## src/rtl/core/pcgxsh_pkg.sv

```systemverilog
`timescale 1ns / 1ps
`default_nettype none
// ----------------------------------------------------------------------------
// PCG XSH-RS generator package
// Shared widths, constants, codes, control structs and the output function
// of the 64-bit multiplicative PCG generator.
// ----------------------------------------------------------------------------
package pcgxsh_pkg;

  localparam int unsigned STATE_W = 64;
  localparam int unsigned WORD_W  = 32;
  localparam int unsigned HALF_W  = 16;
  localparam int unsigned CMD_W   = 2;

  // Multiplier of the generator, split into halves for the 32x32 unit.
  localparam logic [STATE_W-1:0] PCG_MULT = 64'h5851_F42D_4C95_7F2D;

  // XSH-RS output: xor shift and base of the random rotate-free shift.
  localparam int unsigned XSH_SHIFT  = 22;
  localparam int unsigned SHIFT_BASE = 22;

  // Request kinds. The fourth code is unused and returns zero.
  typedef enum logic [CMD_W-1:0] {
    CMD_RAW     = 2'd0,
    CMD_BOUNDED = 2'd1,
    CMD_HALF    = 2'd2
  } cmd_t;

  // Sequencer states of the top level.
  typedef enum logic [2:0] {
    S_IDLE,
    S_THR,
    S_DRAW,
    S_STEP,
    S_MOD,
    S_DONE
  } seq_state_t;

  // Partial product phases of the state advance.
  typedef enum logic [1:0] {
    PH_LO_LO,
    PH_HI_LO,
    PH_LO_HI
  } mul_phase_t;

  // Control of the generator state unit.
  typedef struct packed {
    logic               load;
    logic               step;
    logic [STATE_W-1:0] seed;
  } draw_ctl_t;

  // Request to the shared remainder unit.
  typedef struct packed {
    logic              start;
    logic [WORD_W-1:0] dividend;
    logic [WORD_W-1:0] divisor;
  } div_req_t;

  // XSH-RS output word of a generator state.
  function automatic logic [WORD_W-1:0] xsh_rs(input logic [STATE_W-1:0] s);
    logic [STATE_W-1:0] mixed;
    logic [4:0]         sh;
    mixed = (s >> XSH_SHIFT) ^ s;
    sh    = 5'(SHIFT_BASE) + {2'b00, s[STATE_W-1 -: 3]};
    return WORD_W'(mixed >> sh);
  endfunction

endpackage
`default_nettype wire

```

## src/rtl/core/pcgxsh_req_if.sv

```systemverilog
`timescale 1ns / 1ps
`default_nettype none
// ----------------------------------------------------------------------------
// PCG request channel
// Valid/ready channel carrying one request: its kind and its bound.
// ----------------------------------------------------------------------------
interface pcgxsh_req_if;
  logic                                valid;
  logic                                ready;
  logic [pcgxsh_pkg::CMD_W-1:0]        cmd;
  logic [pcgxsh_pkg::WORD_W-1:0]       bound;

  modport source (output valid, output cmd, output bound, input ready);
  modport sink   (input valid, input cmd, input bound, output ready);
endinterface
`default_nettype wire

```

## src/rtl/core/pcgxsh_rsp_if.sv

```systemverilog
`timescale 1ns / 1ps
`default_nettype none
// ----------------------------------------------------------------------------
// PCG result channel
// Valid/ready channel carrying one result: the value and the error flag.
// ----------------------------------------------------------------------------
interface pcgxsh_rsp_if;
  logic                          valid;
  logic                          ready;
  logic [pcgxsh_pkg::WORD_W-1:0] value;
  logic                          bad_bound;

  modport source (output valid, output value, output bad_bound, input ready);
  modport sink   (input valid, input value, input bad_bound, output ready);
endinterface
`default_nettype wire

```

## src/rtl/core/pcgxsh_draw.sv

```systemverilog
`timescale 1ns / 1ps
`default_nettype none
// ----------------------------------------------------------------------------
// PCG generator state unit
// Holds the 64-bit state, presents its XSH-RS word and advances the state
// by the PCG multiplier through the low-low, high-low and low-high partial products on one shared 32x32 multiplier.
// ----------------------------------------------------------------------------
module pcgxsh_draw (
  input  wire logic                               clk,
  input  wire logic                               rst,
  input  wire pcgxsh_pkg::draw_ctl_t              ctl,
  output logic                                    busy,
  output logic [pcgxsh_pkg::WORD_W-1:0]           word
);

  localparam int unsigned SW = pcgxsh_pkg::STATE_W;
  localparam int unsigned WW = pcgxsh_pkg::WORD_W;

  logic [SW-1:0]          gen_state;
  logic [SW-1:0]          acc;
  pcgxsh_pkg::mul_phase_t phase;
  logic [WW-1:0]          mul_a;
  logic [WW-1:0]          mul_b;
  logic [SW-1:0]          product;

  // The word always reflects the state that the next draw consumes.
  assign word = pcgxsh_pkg::xsh_rs(gen_state);

  // Operand selection for the three partial products that reach the low
  // 64 bits of the full product.
  always_comb begin
    unique case (phase)
      pcgxsh_pkg::PH_LO_LO: begin
        mul_a = gen_state[WW-1:0];
        mul_b = pcgxsh_pkg::PCG_MULT[WW-1:0];
      end
      pcgxsh_pkg::PH_HI_LO: begin
        mul_a = gen_state[SW-1:WW];
        mul_b = pcgxsh_pkg::PCG_MULT[WW-1:0];
      end
      pcgxsh_pkg::PH_LO_HI: begin
        mul_a = gen_state[WW-1:0];
        mul_b = pcgxsh_pkg::PCG_MULT[SW-1:WW];
      end
      default: begin
        mul_a = '0;
        mul_b = '0;
      end
    endcase
  end

  assign product = {{WW{1'b0}}, mul_a} * {{WW{1'b0}}, mul_b};

  // Accumulate the partial products; the state is replaced on the last one.
  always_ff @(posedge clk) begin
    if (rst) begin
      gen_state <= SW'(1);
      busy      <= 1'b0;
      phase     <= pcgxsh_pkg::PH_LO_LO;
    end else if (ctl.load) begin
      gen_state <= ctl.seed | SW'(1);
      busy      <= 1'b0;
      phase     <= pcgxsh_pkg::PH_LO_LO;
    end else if (ctl.step && !busy) begin
      busy  <= 1'b1;
      phase <= pcgxsh_pkg::PH_LO_LO;
    end else if (busy) begin
      unique case (phase)
        pcgxsh_pkg::PH_LO_LO: begin
          acc   <= product;
          phase <= pcgxsh_pkg::PH_HI_LO;
        end
        pcgxsh_pkg::PH_HI_LO: begin
          acc[SW-1:WW] <= acc[SW-1:WW] + product[WW-1:0];
          phase        <= pcgxsh_pkg::PH_LO_HI;
        end
        pcgxsh_pkg::PH_LO_HI: begin
          gen_state <= {acc[SW-1:WW] + product[WW-1:0], acc[WW-1:0]};
          busy      <= 1'b0;
          phase     <= pcgxsh_pkg::PH_LO_LO;
        end
        default: begin
          busy  <= 1'b0;
          phase <= pcgxsh_pkg::PH_LO_LO;
        end
      endcase
    end
  end

endmodule
`default_nettype wire

```

## src/rtl/core/pcgxsh_divider.sv

```systemverilog
`timescale 1ns / 1ps
`default_nettype none
// ----------------------------------------------------------------------------
// PCG remainder unit
// Restoring divider that yields the 32-bit remainder of a 32-bit dividend
// by a non-zero 32-bit divisor, one quotient bit per cycle.
// ----------------------------------------------------------------------------
module pcgxsh_divider (
  input  wire logic                               clk,
  input  wire logic                               rst,
  input  wire pcgxsh_pkg::div_req_t               req,
  output logic                                    busy,
  output logic [pcgxsh_pkg::WORD_W-1:0]           rem
);

  localparam int unsigned WW    = pcgxsh_pkg::WORD_W;
  localparam int unsigned CNT_W = $clog2(WW);

  logic [WW-1:0]    dvd;
  logic [WW-1:0]    dsr;
  logic [CNT_W-1:0] count;
  logic [WW:0]      rem_sh;
  logic [WW+1:0]    diff;

  // One trial subtraction of the shifted partial remainder.
  assign rem_sh = {rem, dvd[WW-1]};
  assign diff   = {1'b0, rem_sh} - {2'b00, dsr};

  always_ff @(posedge clk) begin
    if (rst) begin
      busy  <= 1'b0;
      count <= '0;
    end else if (req.start && !busy) begin
      rem   <= '0;
      dvd   <= req.dividend;
      dsr   <= req.divisor;
      count <= CNT_W'(WW - 1);
      busy  <= 1'b1;
    end else if (busy) begin
      rem   <= diff[WW+1] ? rem_sh[WW-1:0] : diff[WW-1:0];
      dvd   <= {dvd[WW-2:0], 1'b0};
      count <= count - CNT_W'(1);
      if (count == '0) begin
        busy <= 1'b0;
      end
    end
  end

endmodule
`default_nettype wire

```

## src/rtl/core/pcg_xsh_rs_generator.sv

```systemverilog
`timescale 1ns / 1ps
`default_nettype none
// ----------------------------------------------------------------------------
// PCG XSH-RS random generator, top level
// Multiplicative 64-bit PCG generator with a 32-bit XSH-RS output, serving
// raw, bounded and 16-bit half requests one at a time.
// ----------------------------------------------------------------------------
// Usage:
//   req carries one request per transfer (cmd, bound); rsp returns exactly one
//   result per request (value, bad_bound). seed_we with seed_wdata reloads the
//   generator state with the seed forced odd; write it only while idle.
//   req.ready is high only while the sequencer is idle, so one request is in
//   work at a time. A raw word or a new low half passes S_DRAW, then S_STEP
//   while the state advance runs on the shared 32x32 multiplier, then S_DONE;
//   a pending high half, a zero bound or the unused code go straight to S_DONE.
//   A bounded request first works out the threshold in S_THR on the shared
//   one-bit-per-cycle divider, then draws a word through S_DRAW and S_STEP,
//   drawing again for each rejected word, and takes the final remainder in
//   S_MOD before S_DONE.
//   The result sits in an output register; a new request is taken while it
//   waits, and a finished result waits in the sequencer while rsp stalls.
//   Reset loads the state with one and clears the pending half.
// ----------------------------------------------------------------------------
module pcg_xsh_rs_generator (
  input  wire logic                              clk,
  input  wire logic                              rst,
  input  wire logic                              seed_we,
  input  wire logic [pcgxsh_pkg::STATE_W-1:0]    seed_wdata,
  pcgxsh_req_if.sink                             req,
  pcgxsh_rsp_if.source                           rsp
);

  localparam int unsigned WW = pcgxsh_pkg::WORD_W;
  localparam int unsigned HW = pcgxsh_pkg::HALF_W;

  pcgxsh_pkg::seq_state_t state, state_next;
  pcgxsh_pkg::draw_ctl_t  draw_ctl;
  pcgxsh_pkg::div_req_t   div_req;
  pcgxsh_pkg::cmd_t       cmd_q;

  logic          draw_busy;
  logic [WW-1:0] draw_word;
  logic          div_busy;
  logic [WW-1:0] div_rem;

  logic [WW-1:0] bound_q;
  logic [WW-1:0] thr;
  logic [WW-1:0] word_q;
  logic [WW-1:0] saved_word;
  logic          half_pending;
  logic [WW-1:0] res_value, res_value_next;
  logic          res_bad, res_bad_next;
  logic [WW-1:0] out_value;
  logic          out_bad;
  logic          out_valid;

  logic req_take;
  logic res_we;
  logic word_we;
  logic thr_we;
  logic half_fill;
  logic half_take;
  logic out_load;

  pcgxsh_draw u_draw (
    .clk  (clk),
    .rst  (rst),
    .ctl  (draw_ctl),
    .busy (draw_busy),
    .word (draw_word)
  );

  pcgxsh_divider u_divider (
    .clk  (clk),
    .rst  (rst),
    .req  (div_req),
    .busy (div_busy),
    .rem  (div_rem)
  );

  assign req.ready     = (state == pcgxsh_pkg::S_IDLE);
  assign req_take      = req.valid && req.ready;
  assign rsp.valid     = out_valid;
  assign rsp.value     = out_value;
  assign rsp.bad_bound = out_bad;

  // Sequencer: next state and strobes for the datapath registers.
  always_comb begin
    state_next     = state;
    draw_ctl       = '{load: seed_we, step: 1'b0, seed: seed_wdata};
    div_req        = '{start: 1'b0, dividend: word_q, divisor: bound_q};
    res_we         = 1'b0;
    res_value_next = '0;
    res_bad_next   = 1'b0;
    word_we        = 1'b0;
    thr_we         = 1'b0;
    half_fill      = 1'b0;
    half_take      = 1'b0;
    out_load       = 1'b0;

    unique case (state)
      pcgxsh_pkg::S_IDLE: begin
        if (req_take) begin
          case (pcgxsh_pkg::cmd_t'(req.cmd))
            pcgxsh_pkg::CMD_RAW: begin
              state_next = pcgxsh_pkg::S_DRAW;
            end
            pcgxsh_pkg::CMD_BOUNDED: begin
              if (req.bound == '0) begin
                res_we       = 1'b1;
                res_bad_next = 1'b1;
                state_next   = pcgxsh_pkg::S_DONE;
              end else begin
                // Threshold is (2^32 - bound) mod bound.
                div_req    = '{start: 1'b1, dividend: -req.bound, divisor: req.bound};
                state_next = pcgxsh_pkg::S_THR;
              end
            end
            pcgxsh_pkg::CMD_HALF: begin
              if (half_pending) begin
                res_we         = 1'b1;
                res_value_next = {{(WW-HW){1'b0}}, saved_word[WW-1:HW]};
                half_take      = 1'b1;
                state_next     = pcgxsh_pkg::S_DONE;
              end else begin
                state_next = pcgxsh_pkg::S_DRAW;
              end
            end
            default: begin
              res_we     = 1'b1;
              state_next = pcgxsh_pkg::S_DONE;
            end
          endcase
        end
      end
      pcgxsh_pkg::S_THR: begin
        if (!div_busy) begin
          thr_we     = 1'b1;
          state_next = pcgxsh_pkg::S_DRAW;
        end
      end
      pcgxsh_pkg::S_DRAW: begin
        draw_ctl.step = 1'b1;
        word_we       = 1'b1;
        half_fill     = (cmd_q == pcgxsh_pkg::CMD_HALF);
        state_next    = pcgxsh_pkg::S_STEP;
      end
      pcgxsh_pkg::S_STEP: begin
        if (!draw_busy) begin
          case (cmd_q)
            pcgxsh_pkg::CMD_BOUNDED: begin
              // Reject words below the threshold and draw again.
              if (word_q >= thr) begin
                div_req.start = 1'b1;
                state_next    = pcgxsh_pkg::S_MOD;
              end else begin
                state_next = pcgxsh_pkg::S_DRAW;
              end
            end
            pcgxsh_pkg::CMD_HALF: begin
              res_we         = 1'b1;
              res_value_next = {{(WW-HW){1'b0}}, word_q[HW-1:0]};
              state_next     = pcgxsh_pkg::S_DONE;
            end
            default: begin
              res_we         = 1'b1;
              res_value_next = word_q;
              state_next     = pcgxsh_pkg::S_DONE;
            end
          endcase
        end
      end
      pcgxsh_pkg::S_MOD: begin
        if (!div_busy) begin
          res_we         = 1'b1;
          res_value_next = div_rem;
          state_next     = pcgxsh_pkg::S_DONE;
        end
      end
      pcgxsh_pkg::S_DONE: begin
        if (!out_valid || rsp.ready) begin
          out_load   = 1'b1;
          state_next = pcgxsh_pkg::S_IDLE;
        end
      end
      default: begin
        state_next = pcgxsh_pkg::S_IDLE;
      end
    endcase
  end

  // State register.
  always_ff @(posedge clk) begin
    if (rst) begin
      state <= pcgxsh_pkg::S_IDLE;
    end else begin
      state <= state_next;
    end
  end

  // Pending half and output valid.
  always_ff @(posedge clk) begin
    if (rst) begin
      half_pending <= 1'b0;
      saved_word   <= '0;
      out_valid    <= 1'b0;
    end else begin
      if (half_fill) begin
        half_pending <= 1'b1;
        saved_word   <= draw_word;
      end else if (half_take) begin
        half_pending <= 1'b0;
      end
      if (out_load) begin
        out_valid <= 1'b1;
      end else if (rsp.ready) begin
        out_valid <= 1'b0;
      end
    end
  end

  // Request, working and result registers.
  always_ff @(posedge clk) begin
    if (req_take) begin
      cmd_q   <= pcgxsh_pkg::cmd_t'(req.cmd);
      bound_q <= req.bound;
    end
    if (thr_we) begin
      thr <= div_rem;
    end
    if (word_we) begin
      word_q <= draw_word;
    end
    if (res_we) begin
      res_value <= res_value_next;
      res_bad   <= res_bad_next;
    end
    if (out_load) begin
      out_value <= res_value;
      out_bad   <= res_bad;
    end
  end

`ifndef SYNTHESIS
  // Only one request is in work: the channel closes after each transfer.
  assert property (@(posedge clk) disable iff (rst) req_take |=> !req.ready)
    else $error("request channel stayed open after a transfer");

  // The multiplier and the divider are never in use at the same time.
  assert property (@(posedge clk) disable iff (rst) !(draw_busy && div_busy))
    else $error("state advance and remainder unit overlap");

  // An error result always carries a zero value.
  assert property (@(posedge clk) disable iff (rst)
                   rsp.valid && rsp.bad_bound |-> rsp.value == '0)
    else $error("bad bound result with non-zero value");
`endif

endmodule
`default_nettype wire

```

## src/flat_wrapper.sv

```systemverilog
// flat-port wrapper written by rule: the top's interface ports become plain ports
module pcg_xsh_rs_generator_flat 
  (clk, rst, seed_we, seed_wdata, req_valid, req_cmd, req_bound, req_ready, rsp_valid, rsp_value, rsp_bad_bound, rsp_ready);
  pcgxsh_req_if req_i ();
  pcgxsh_rsp_if rsp_i ();
  input  wire logic clk;
  input  wire logic rst;
  input  wire logic seed_we;
  input  wire logic [pcgxsh_pkg::STATE_W-1:0] seed_wdata;
  input wire logic [$bits(req_i.valid)-1:0] req_valid;
  input wire logic [$bits(req_i.cmd)-1:0] req_cmd;
  input wire logic [$bits(req_i.bound)-1:0] req_bound;
  output wire logic [$bits(req_i.ready)-1:0] req_ready;
  output wire logic [$bits(rsp_i.valid)-1:0] rsp_valid;
  output wire logic [$bits(rsp_i.value)-1:0] rsp_value;
  output wire logic [$bits(rsp_i.bad_bound)-1:0] rsp_bad_bound;
  input wire logic [$bits(rsp_i.ready)-1:0] rsp_ready;
  assign req_i.valid = req_valid;
  assign req_i.cmd = req_cmd;
  assign req_i.bound = req_bound;
  assign req_ready = req_i.ready;
  assign rsp_valid = rsp_i.valid;
  assign rsp_value = rsp_i.value;
  assign rsp_bad_bound = rsp_i.bad_bound;
  assign rsp_i.ready = rsp_ready;
  pcg_xsh_rs_generator u_core (.clk(clk), .rst(rst), .seed_we(seed_we), .seed_wdata(seed_wdata), .req(req_i), .rsp(rsp_i));
endmodule
```

## config.mk

```make
export PLATFORM = sky130hd
export DESIGN_NAME = pcg_xsh_rs_generator_flat
export DESIGN_NICKNAME = d
export VERILOG_FILES = /design/src/rtl/core/pcgxsh_pkg.sv /design/src/rtl/core/pcgxsh_req_if.sv /design/src/rtl/core/pcgxsh_rsp_if.sv /design/src/rtl/core/pcgxsh_draw.sv /design/src/rtl/core/pcgxsh_divider.sv /design/src/rtl/core/pcg_xsh_rs_generator.sv /design/src/flat_wrapper.sv
export SDC_FILE = /design/constraint.sdc
export NUM_CORES = 2
export LEC_CHECK = 0
export ABC_AREA = 0
export BUFFER_PORTS_ARGS = -buffer_cell sky130_fd_sc_hd__buf_2
export CORE_UTILIZATION = 56
export DETAILED_ROUTE_END_ITERATION = 10
export PLACE_DENSITY = 0.75
export SKIP_CTS_REPAIR_TIMING = 1
export SYNTH_ARGS = -nofsm -noshare
export SYNTH_HDL_FRONTEND = slang
export SYNTH_HIERARCHICAL = 1
export SYNTH_SLANG_ARGS = --single-unit
```

## constraint.sdc

```tcl
create_clock -name clk -period 12.8 [get_ports clk]
set_input_delay 2.56 -clock clk [delete_from_list [all_inputs] [get_ports clk]]
set_output_delay 2.56 -clock clk [all_outputs]
set_load 0.005 [all_outputs]
```

==> flow_summary.json <==
{
  "run_status": "finished clean",
  "clock-sinks": 418,
  "die_x_um": 290.0,
  "syn_area_um2": 46440,
  "synth_edf_count": 324,
  "ys.flop_type": "edfxtp_1",
  "ys_seq_area_share_pct": 25.00,
  "maxCapViolCount": 0,
  "crit_type": "reg2reg",
  "cp_num_buf_inv": 8,
  "synth_top_area_share_pct": 23.62,
  "numCtsBuffers": 42,
  "coreArea_um2": 82110,
  "start_kind": "register",
  "grt_pass1_vias": 35320,
  "ys_async_sr_fraction_pct": 0,
  "worst_clock_skew_ns": 0.02903,
  "htreeDepth": 2,
  "drcViolationCount": 0,
  "end_kind": "register",
  "grt_max_degree": 77,
  "die_h_um": 290.0,
  "syn_nets": 5988,
  "hold_path.class": "reg2reg",
  "hold_viol": 0,
  "nFillCells": 6845,
  "drt_iter0_drc": 3892,
  "boundaryPins": 138,
  "setup_viol": 0,
  "synth_xor_area_share_pct": 3.150,
  "gp_congestion": 1.014,
  "rows": 105,
  "root_buffer": "clkbuf_16",
  "synth-seq-cells": 418,
  "cpPeakStageDelay_ns": 0.87,
  "grt_antenna_before_repair": 14,
  "drv_slew": 0,
  "syn_avg_cell_area_um2": 9.754,
  "initial_core_util_pct": 56.55,
  "first_pass_iters": 6,
  "ant_nets": 0,
  "synth-compound-area-share_pct": 11.13,
  "postSynthCellCount": 4761,
  "crit_arrival_ns": 12.10,
  "fin_nets": 6060,
  "rsz0062_at_grt": "false",
  "vias": 35350,
  "grt-ovfl-total": 0,
  "holdWs_ns": 0.4179,
  "synthSimpleGateAreaFrac_pct": 9.913,
  "cts_tree": "built",
  "slowest_stage": "a21oi_1",
  "detail_route.vias_per_cell": 5.950,
  "cp_max_fo": 14,
  "synth.top_cells.by_count": "inv_1, ha_1, fa_1",
  "crit_required_ns": 13.11,
  "path_common_cell": "fa_1",
  "synth_top_area_cell": "fa_1",
  "yosys_warnings": 6,
  "clock_path_buffers": 3,
  "clk_pin_slew_worst_paths_ns": 0.06,
  "grt_pass1_wl_um": 214500,
  "grtUsageTotal_pct": 33.91,
  "synth_top_family_by_area": "adder cells",
  "slew_headroom_pct": 20.32,
  "synth_mux_area_share_pct": 2.853,
  "clk_latency_ns": 0.58,
  "port_buffers": 136,
  "yosysUniqueCellTypes": 94,
  "drive_gt1_share_pct": 7.131,
  "areaGrowthSynthToFinish_pct": 6.841,
  "synthTopCellsByArea": "fa_1, edfxtp_1, ha_1, inv_1, dfxtp_1",
  "dp.cells": 5859,
  "seq_area_um2": 11610,
  "stdcell_count": 5942,
  "die_area_um2": 84080,
  "setup_tns_ns": 0,
  "period_share_pct": 92.09,
  "path_delay_family": "adder cells",
  "fmaxAchievable_mhz": 84.83,
  "routed_wl_um": 141200,
  "multi_input_area_um2": 30810,
  "synthAdderAreaFrac_pct": 39.14,
  "dp_hpwl_um": 115300,
  "tightestPinTransition_ns": 1.195,
  "wire_per_inst_um": 23.76,
  "min_period_ns": 11.79,
  "yosysMostFrequentCell": "inv_1"
}
-- per-stage QoR --
| step | instance area, um^2 | setup WS, ns | util (%) |
|---|---|---|---|
| global route | 49610 | 0.5049 | 60.41 |
| floorplan | 46440 | 3.464 | - |
| detailed placement | 48230 | 1.336 | 58.74 |
| CTS | 49600 | 1.305 | 60.41 |
| global placement | 48230 | 1.494 | 58.74 |
| finish | 49610 | 1.012 | 60.42 |
-- logic make-up (layout without fill, tap and decap cells) --
logic type	count (synthesis)	after routing
buffers and inverters	1065	1170
adders and majority gates	1124	1124
other	0	6
AOI/OAI and AO/OA	818	818
DFF	418	418
and+or+nand+nor	1047	1047
muxes	122	122
xor gates and xnor gates	167	167
-- final timing paths --
check	end	startpoint	slack, ns	cells after the start
hold / removal	u_core/rsp.value[15]	u_core/res_value[15]	0.42	0
setup reg to reg	u_core/u_draw/acc[61]	u_core/u_draw/phase[0]	1.01	35
hold reg to reg	u_core/rsp.value[15]	u_core/res_value[15]	0.42	0
setup / recovery	u_core/u_draw/acc[61]	u_core/u_draw/phase[0]	1.01	35
-- worst reg2reg max path, delay by kind of cell, from the launching register on --
kind / cells / cell delay (ns)
adders and majority gates: 10 / 4.51
and+or+nand+nor: 3 / 0.54
buffers and inverters: 8 / 1.50
AOI/OAI and AO/OA: 13 / 4.26
xor gates and xnor gates: 1 / 0.17
DFF: 1 / 0.58
-- cell type report --
| cell class | instances | area share (%) |
|---|---|---|
| clock buffer | 50 | 2.305 |
| sequential | 418 | 23.41 |
| antenna | 6 | 0.03026 |
| inverter | 907 | 6.862 |
| clock inverter | 27 | 0.4489 |
| timing repair buffer | 186 | 2.139 |
| multi-input combinational | 3278 | 62.11 |
| tap | 1070 | 2.698 |
-- flip-flops by register name (all words and copies together) (netlist names), 2 cells and up --
name and count:
u_core/bound_q 32, u_core/cmd_q 2, u_core/res_value 32, u_core/rsp.value 32
u_core/saved_word 16, u_core/state 3, u_core/thr 32, u_core/u_divider/count 5
u_core/u_divider/dsr 32, u_core/u_divider/dvd 32, u_core/u_divider/rem 32, u_core/u_draw/acc 64
u_core/u_draw/gen_state 64, u_core/u_draw/phase 2, u_core/word_q 32
-- layer usage --
layer / global-route usage, % / routed length (um) / up-vias
met5: 0 / 84 / -
met4: 15.37 / 7515 / 14
met3: 7.881 / 15890 / 341
met2: 49.41 / 59260 / 1760
met1: 48.09 / 58460 / 17330
li1: - / - / 15910
-- layout by cell type (no fill, tap or decap), types with 10 or more instances in the layout --
cell type / instances
and2_1: 49
nand2_1: 465
nor4_1: 12
dfxtp_1: 91
o21bai_1: 16
mux2i_1: 75
a211oi_1: 28
edfxtp_1: 324
ha_1: 575
nor3_1: 50
o21ai_0: 110
clkbuf_16: 44
a21o_1: 74
o31ai_1: 10
xnor2_1: 92
nand2b_1: 20
o21ai_1: 50
mux2_2: 42
o21a_1: 15
a222oi_1: 16
a22o_1: 16
and3_1: 15
xor2_1: 75
nand3_1: 29
inv_1: 905
nand4_1: 33
buf_4: 52
a31oi_1: 18
a311oi_1: 10
fa_1: 548
nor2b_1: 21
buf_2: 134
a221oi_1: 13
a21oi_1: 328
nor2_1: 295
o211ai_1: 30
Power is not shown: default switching activity piles up to over one toggle a cycle in this logic, so the estimate is an artifact.
